===== config.mk =====
export PLATFORM = sky130hd
export DESIGN_NAME = fifo_with_middle_insert_flat
export DESIGN_NICKNAME = d
export VERILOG_FILES = /design/src/design/fwmi_pkg.sv /design/src/design/fwmi_in_if.sv /design/src/design/fwmi_out_if.sv /design/src/design/fwmi_store.sv /design/src/design/fifo_with_middle_insert.sv /design/src/flat_wrapper.sv
export SDC_FILE = /design/constraint.sdc
export NUM_CORES = 1
export LEC_CHECK = 0
export BUFFER_PORTS_ARGS = -buffer_cell sky130_fd_sc_hd__buf_2
export CORE_UTILIZATION = 60
export DETAILED_ROUTE_END_ITERATION = 10
export PLACE_DENSITY = 0.77
export SLEW_MARGIN = 0
export SYNTH_ARGS = -nofsm -noshare
export SYNTH_HDL_FRONTEND = slang
export SYNTH_SLANG_ARGS = --single-unit

===== constraint.sdc =====
create_clock -name clk -period 6.4 [get_ports clk]
set_input_delay 0.64 -clock clk [delete_from_list [all_inputs] [get_ports clk]]
set_output_delay 0.64 -clock clk [all_outputs]
set_load 0.02 [all_outputs]

===== src/design/fwmi_pkg.sv =====
package fwmi_pkg;

	localparam int DEPTH  = 16;
	localparam int WORD_W = 32;
	localparam int CNT_W  = $clog2(DEPTH + 1);
	localparam int IDX_W  = $clog2(DEPTH);

	typedef enum logic [1:0] {
		CMD_PUSH   = 2'd0,
		CMD_POP    = 2'd1,
		CMD_PEEK   = 2'd2,
		CMD_INSERT = 2'd3
	} cmd_t;

	typedef enum logic [1:0] {
		ST_OK    = 2'd0,
		ST_EMPTY = 2'd1,
		ST_FULL  = 2'd2
	} status_t;

	// update request from the command logic to the slot array
	typedef struct packed {
		logic             ins;
		logic             pop;
		logic [IDX_W-1:0] pos;
	} store_ctl_t;

endpackage


===== src/design/fwmi_in_if.sv =====
interface fwmi_in_if import fwmi_pkg::*; ();

	logic                     valid;
	logic                     ready;
	logic [1:0]               command;
	logic signed [WORD_W-1:0] value;

	modport source (output valid, output command, output value, input ready);
	modport sink (input valid, input command, input value, output ready);

endinterface


===== src/design/fwmi_out_if.sv =====
interface fwmi_out_if import fwmi_pkg::*; ();

	logic                     valid;
	logic                     ready;
	logic signed [WORD_W-1:0] read_value;
	logic [1:0]               status;
	logic [CNT_W-1:0]         occupancy;

	modport source (output valid, output read_value, output status, output occupancy,
		input ready);
	modport sink (input valid, input read_value, input status, input occupancy,
		output ready);

endinterface


===== src/design/fwmi_store.sv =====
module fwmi_store import fwmi_pkg::*; (
	input  logic                     clk,
	input  logic                     arst_n,
	input  store_ctl_t               ctl,
	input  logic signed [WORD_W-1:0] word,
	output logic signed [WORD_W-1:0] head,
	output logic [CNT_W-1:0]         count
);

	logic signed [WORD_W-1:0] slots_q [DEPTH];
	logic [CNT_W-1:0]         count_q;

	// each slot takes the new word, its lower neighbour or its upper neighbour
	for (genvar i = 0; i < DEPTH; i++) begin : g_slot
		logic signed [WORD_W-1:0] prev_w;
		logic signed [WORD_W-1:0] next_w;

		if (i == 0) begin : g_first
			assign prev_w = word;
		end else begin : g_prev
			assign prev_w = slots_q[i-1];
		end

		if (i == DEPTH - 1) begin : g_last
			assign next_w = slots_q[i];
		end else begin : g_next
			assign next_w = slots_q[i+1];
		end

		always_ff @(posedge clk) begin
			if (ctl.ins) begin
				if (IDX_W'(i) == ctl.pos) begin
					slots_q[i] <= word;
				end else if (IDX_W'(i) > ctl.pos) begin
					slots_q[i] <= prev_w;
				end
			end else if (ctl.pop) begin
				slots_q[i] <= next_w;
			end
		end
	end

	always_ff @(posedge clk or negedge arst_n) begin
		if (!arst_n) begin
			count_q <= '0;
		end else if (ctl.ins) begin
			count_q <= count_q + CNT_W'(1);
		end else if (ctl.pop) begin
			count_q <= count_q - CNT_W'(1);
		end
	end

	assign head  = slots_q[0];
	assign count = count_q;

endmodule


===== src/design/fifo_with_middle_insert.sv =====
// path: an accepted item passes through the input register and then the result register,
// where its result can be taken (input register, result register)
// throughput: one item per cycle unless an untaken result stalls it; occupancy and slot array
// update in the cycle an item leaves the input register, so the next sees the new state at once
// reset: arst_n clears the occupancy and all valid flags; slot contents stay undefined
// until written, and no clearing pass is needed
module fifo_with_middle_insert import fwmi_pkg::*; (
	input logic        clk,
	input logic        arst_n,
	fwmi_in_if.sink    req,
	fwmi_out_if.source rsp
);

	// input register
	logic                     valid_s1;
	cmd_t                     cmd_s1;
	logic signed [WORD_W-1:0] value_s1;

	// result register
	logic                     rsp_valid_q;
	logic signed [WORD_W-1:0] read_value_q;
	status_t                  status_q;
	logic [CNT_W-1:0]         occupancy_q;

	// command logic
	logic                     advance;
	logic                     fire;
	logic                     in_ready;
	logic signed [WORD_W-1:0] head;
	logic [CNT_W-1:0]         count;
	logic                     full;
	logic                     empty;
	logic [CNT_W-1:0]         half_plus;
	logic [CNT_W-1:0]         mid_pos;
	store_ctl_t               ctl;
	store_ctl_t               ctl_gated;
	logic signed [WORD_W-1:0] rd_nxt;
	status_t                  st_nxt;
	logic [CNT_W-1:0]         occ_nxt;

	// result slot free or being drained this cycle
	assign advance  = !rsp_valid_q || rsp.ready;
	assign fire     = valid_s1 && advance;
	// the input register may take an item when it is empty or moving on
	assign in_ready = !valid_s1 || advance;
	assign req.ready = in_ready;

	always_ff @(posedge clk or negedge arst_n) begin
		if (!arst_n) begin
			valid_s1 <= 1'b0;
		end else if (in_ready) begin
			valid_s1 <= req.valid;
		end
	end

	always_ff @(posedge clk) begin
		if (in_ready && req.valid) begin
			cmd_s1   <= cmd_t'(req.command);
			value_s1 <= req.value;
		end
	end

	assign full  = (count == CNT_W'(DEPTH));
	assign empty = (count == '0);

	// middle position floor(n/2)+1, pulled back to the tail when past it
	assign half_plus = (count >> 1) + CNT_W'(1);
	assign mid_pos   = (half_plus > count) ? count : half_plus;

	always_comb begin
		ctl     = '0;
		rd_nxt  = '0;
		st_nxt  = ST_OK;
		occ_nxt = count;
		unique case (cmd_s1)
			CMD_PUSH: begin
				if (full) begin
					st_nxt = ST_FULL;
				end else begin
					ctl.ins = 1'b1;
					ctl.pos = count[IDX_W-1:0];
					occ_nxt = count + CNT_W'(1);
				end
			end
			CMD_POP: begin
				if (empty) begin
					st_nxt = ST_EMPTY;
				end else begin
					ctl.pop = 1'b1;
					rd_nxt  = head;
					occ_nxt = count - CNT_W'(1);
				end
			end
			CMD_PEEK: begin
				if (empty) begin
					st_nxt = ST_EMPTY;
				end else begin
					rd_nxt = head;
				end
			end
			CMD_INSERT: begin
				if (full) begin
					st_nxt = ST_FULL;
				end else begin
					// an empty queue takes the word at the head
					ctl.ins = 1'b1;
					ctl.pos = mid_pos[IDX_W-1:0];
					occ_nxt = count + CNT_W'(1);
				end
			end
			default: begin
				st_nxt = ST_OK;
			end
		endcase
	end

	// the slot array only moves when the item really leaves the input register
	assign ctl_gated = fire ? ctl : '0;

	fwmi_store u_store (
		.clk   (clk),
		.arst_n(arst_n),
		.ctl   (ctl_gated),
		.word  (value_s1),
		.head  (head),
		.count (count)
	);

	always_ff @(posedge clk or negedge arst_n) begin
		if (!arst_n) begin
			rsp_valid_q <= 1'b0;
		end else if (advance) begin
			rsp_valid_q <= valid_s1;
		end
	end

	always_ff @(posedge clk) begin
		if (fire) begin
			read_value_q <= rd_nxt;
			status_q     <= st_nxt;
			occupancy_q  <= occ_nxt;
		end
	end

	assign rsp.valid      = rsp_valid_q;
	assign rsp.read_value = read_value_q;
	assign rsp.status     = status_q;
	assign rsp.occupancy  = occupancy_q;

endmodule


===== src/flat_wrapper.sv =====
// flat-port wrapper written by rule: the top's interface ports become plain ports
module fifo_with_middle_insert_flat import fwmi_pkg::*;
  (clk, arst_n, req_valid, req_command, req_value, req_ready, rsp_valid, rsp_read_value, rsp_status, rsp_occupancy, rsp_ready);
  fwmi_in_if req_i ();
  fwmi_out_if rsp_i ();
  input logic clk;
  input logic arst_n;
  input wire logic [$bits(req_i.valid)-1:0] req_valid;
  input wire logic [$bits(req_i.command)-1:0] req_command;
  input wire logic [$bits(req_i.value)-1:0] req_value;
  output wire logic [$bits(req_i.ready)-1:0] req_ready;
  output wire logic [$bits(rsp_i.valid)-1:0] rsp_valid;
  output wire logic [$bits(rsp_i.read_value)-1:0] rsp_read_value;
  output wire logic [$bits(rsp_i.status)-1:0] rsp_status;
  output wire logic [$bits(rsp_i.occupancy)-1:0] rsp_occupancy;
  input wire logic [$bits(rsp_i.ready)-1:0] rsp_ready;
  assign req_i.valid = req_valid;
  assign req_i.command = req_command;
  assign req_i.value = req_value;
  assign req_ready = req_i.ready;
  assign rsp_valid = rsp_i.valid;
  assign rsp_read_value = rsp_i.read_value;
  assign rsp_status = rsp_i.status;
  assign rsp_occupancy = rsp_i.occupancy;
  assign rsp_i.ready = rsp_ready;
  fifo_with_middle_insert u_core (.clk(clk), .arst_n(arst_n), .req(req_i), .rsp(rsp_i));
endmodule

==> results.yml <==
status:
  status: "finished, final reports clean"
die:
  die_h_um: 224.1
  pin_count: 79
  dieArea_um2: 50210
  start_util_pct: 60.70
  core_um2: 48750
  die_x_um: 224.1
  std_cell_rows: 81
clock_tree:
  htree_num_levels: 3
  cts_tree: "built"
  clock_sinks: 592
  cts_made_buffers: 66
  cts_buffer_depth: 3
  cts_setup_buffers: 0
  cts.repair.resized: 0
  clk_pin_slew_ns: 0.06
  insertion_delay_ns: 0.61
  root_buffer: "clkbuf_16"
timing:
  post-route-min-period_ns: 5.387
  slew_violations: 0
  setup_viol: 0
  final.setup.tns_ns: 0
  fin_skew_ns: 0.02577
  clock.fmax_mhz: 185.6
  rsz0062_at_grt: "false"
  worstMarginPinSlew_ns: 1.284
  maxSlewHeadroom_pct: 14.40
  fin_crit_sh_pct: 84.17
  hold_viol_final: 0
placed_design:
  place_congestion: 0.9112
  dp_hpwl_mm: 52.76
  numPlacedInstances: 3093
  place_area_um2: 30200
  io_buffers: 78
global_route:
  use_met3_pct: 3.633
  antenna_found_initial: 0
  grt_pass1_wl_mm: 127.4
  gr-usage-met1_pct: 39.33
  grt_util_met2_pct: 55.76
  grt_max_degree: 232
  overflow: 0
  grt_util_all_layers_pct: 32.64
  grt_pass1_vias: 23100
  top_usage_layer: "met2"
cells_and_area:
  finalNonFillerCells: 3211
  area_delta_synth_final_pct: 9.095
  fillers: 3638
  final_core_util_pct: 66.23
  nets: 2550
  drive_above_1_share_pct: 11.35
  diodes: 0
  final_area_um2: 32280
yosys:
  synthCells: 2577
  synth.avg_cell_area_um2: 11.48
  yosysUniqueCellTypes: 59
  synth-main-ff-cell: "edfxtp_1"
  syn_area_um2: 29590
  ys_seq_elements: 592
  syn_nets: 2629
  yosysWarnings: 0
  synth_edf_count: 585
  ys_seq_area_share_pct: 59.96
  async_reset_ff_share_pct: 1.182
worst_setup_path:
  worstPathMaxFanout: 36
  critical_path.top_delay_family: "simple AND/OR/NAND/NOR gates"
  crit_arrival_ns: 5.61
  crit_path_end_kind: "flop"
  cp_slowest_cell: "or2_2"
  cp.required_ns: 6.62
  crit_buf_inv: 2
  start_kind: "flop"
  path_cells: "ha_1, and3_1, ha_1, a21oi_1, a211oi_1, a311o_1, a22o_1, buf_4, nor2_4, and2_1, buf_4, or2_2"
  crit_type: "reg -> reg"
  max_stage_delay_ns: 0.71
routing:
  totalWireLength_mm: 82.04
  via_count: 22820
  drc: 0
  initialDrtViolationCount: 2494
  via_per_inst: 7.106
  ant_nets: 0
  wl_per_cell_um: 25.55
  drt_pre_antenna_iters: 6
flow_run:
  maxCapViolations: 0
hold_path:
  hold_class: "in -> reg"
power_and_ir_drop:
  power_w: 0.01285
  leakage_nw: 10.62
  ir_worst_vdd_v: 0.0002068
  power_density_nw_per_um2: 398.1
## logic make-up (layout without fill, tap and decap cells)
| group | Yosys count | in the layout | synth area share [%] |
|---|---|---|---|
| compound gates | 804 | 804 | 20.23 |
| xor+xnor | 7 | 7 | 0.2072 |
| fa+ha+maj | 14 | 14 | 0.5919 |
| buf+inv | 298 | 268 | 4.186 |
| flops | 592 | 592 | 59.96 |
| mux | 96 | 96 | 3.383 |
| simple gates | 766 | 766 | 11.45 |
## routing by layer
metal  up-vias  share of wire, %
met5         -                 0
met4         0               6.3
met3       314               6.3
met2      1235                50
met1     11350                37
li1       9918                 -
## path summary, 6_finish.rpt
path / startpoint / endpoint / slack (ns) / cells after the start
min in group asynchronous: arst_n / u_core.u_store.count[3]$_DFFE_PN0P_ / 0.42 / 2
setup reg to reg: u_core.u_store.count[1]$_DFFE_PN0P_ / u_core.u_store.slots_q[0][196]$_DFFE_PP_ / 1.01 / 12
hold / removal: req_value[17] / u_core.value_s1[17]$_DFFE_PP_ / 0.21 / 1
max in group asynchronous: arst_n / u_core.u_store.count[0]$_DFFE_PN0P_ / 5.80 / 2
setup / recovery: u_core.u_store.count[1]$_DFFE_PN0P_ / u_core.u_store.slots_q[0][196]$_DFFE_PP_ / 1.01 / 12
hold reg to reg: u_core.valid_s1$_DFFE_PN0N_ / u_core.rsp.valid$_DFFE_PN0P_ / 0.53 / 2
## report_power, final
group          internal, W  total (W)  switching (W)  leakage [nW]
Combinational      0.00104    0.00321        0.00217          4.01
Sequential         0.00538    0.00591       0.000533          5.58
Clock              0.00217    0.00373        0.00156          1.02
## per-stage QoR
step           setup slack, ns  hold slack (ns)
2_1_floorplan           0.6630           0.3444
3_3_place_gp             1.313           0.4985
3_5_place_dp             1.154           0.5087
4_1_cts                  1.120           0.1854
5_1_grt                 0.7792           0.2022
6_report                 1.013           0.2065
## state kept, by name, indices dropped and copies added (netlist names)
register,flops
u_core.valid_s1,1
u_core.u_store.count,5
u_core.u_store.slots_q,512
u_core.rsp.status,2
u_core.value_s1,32
u_core.cmd_s1,2
u_core.rsp.read_value,32
u_core.rsp.occupancy,5
u_core.rsp.valid,1
## Yosys cell counts, drive strengths merged (4+ instances only)
cell       n  area share, %
a211oi     4           0.12
a21o       4           0.10
a21oi    145            2.5
a221o    191            6.5
a221oi    32           0.95
a22oi     34           0.86
a31oi     67            1.4
and2      70            1.5
buf       71            1.3
clkbuf   210            2.7
dfrtp      7           0.59
edfxtp   585             59
ha        14           0.59
inv       17           0.22
mux2      32            1.2
mux2i     64            2.2
nand2    406            5.1
nand3      7           0.12
nand4      7           0.15
nor2     148            1.9
nor3      45           0.83
nor4      34           0.77
o2111ai   33           0.98
o211ai   193            4.9
o21ai     76            1.3
o22ai      5           0.11
or2        5           0.11
or3       35           0.74
xnor2      5           0.15
## layout make-up
cell class / instances / area (um2) / share of cell area [%]
clock inverter: 32 / 285.3 / 0.8837
sequential: 592 / 17740 / 54.96
multi-input combinational: 1687 / 10730 / 33.25
tap: 664 / 830.8 / 2.573
timing repair buffer: 134 / 838.3 / 2.597
inverter: 17 / 66.31 / 0.2054
clock buffer: 85 / 1787 / 5.534
## what timing repair did
item / in CTS / in global routing
endpoints found under the hold margin: 7 / 0
setup endpoints to repair: 0 / 0
hold buffers: 1 / 0
## cell usage in the layout (no fill, tap or decap), types with 4 or more instances in the layout
cell | netlist | routed
and2_1 | 70 | 69
o211ai_1 | 193 | 193
nand4_1 | 7 | 7
buf_4 | 5 | 53
or3_1 | 35 | 34
nand3_1 | 7 | 7
ha_1 | 14 | 14
a21oi_1 | 143 | 142
o2111ai_1 | 33 | 32
a22oi_1 | 34 | 32
clkbuf_16 | 0 | 69
nor2_1 | 148 | 146
bufinv_16 | 0 | 5
dfrtp_1 | 7 | 7
a221o_1 | 191 | 191
nand2_1 | 406 | 405
clkinv_2 | 0 | 16
a31oi_1 | 67 | 67
a221oi_1 | 32 | 32
nor3_1 | 42 | 40
clkbuf_1 | 210 | 16
xnor2_1 | 5 | 5
clkinv_1 | 0 | 8
mux2_2 | 32 | 32
buf_2 | 51 | 78
inv_1 | 17 | 16
a21o_1 | 4 | 4
or2_2 | 4 | 4
mux2i_1 | 64 | 64
o21ai_0 | 74 | 72
nor4_1 | 33 | 33
edfxtp_1 | 585 | 585
o22ai_1 | 5 | 4
Power figures use the tool's default switching activity.
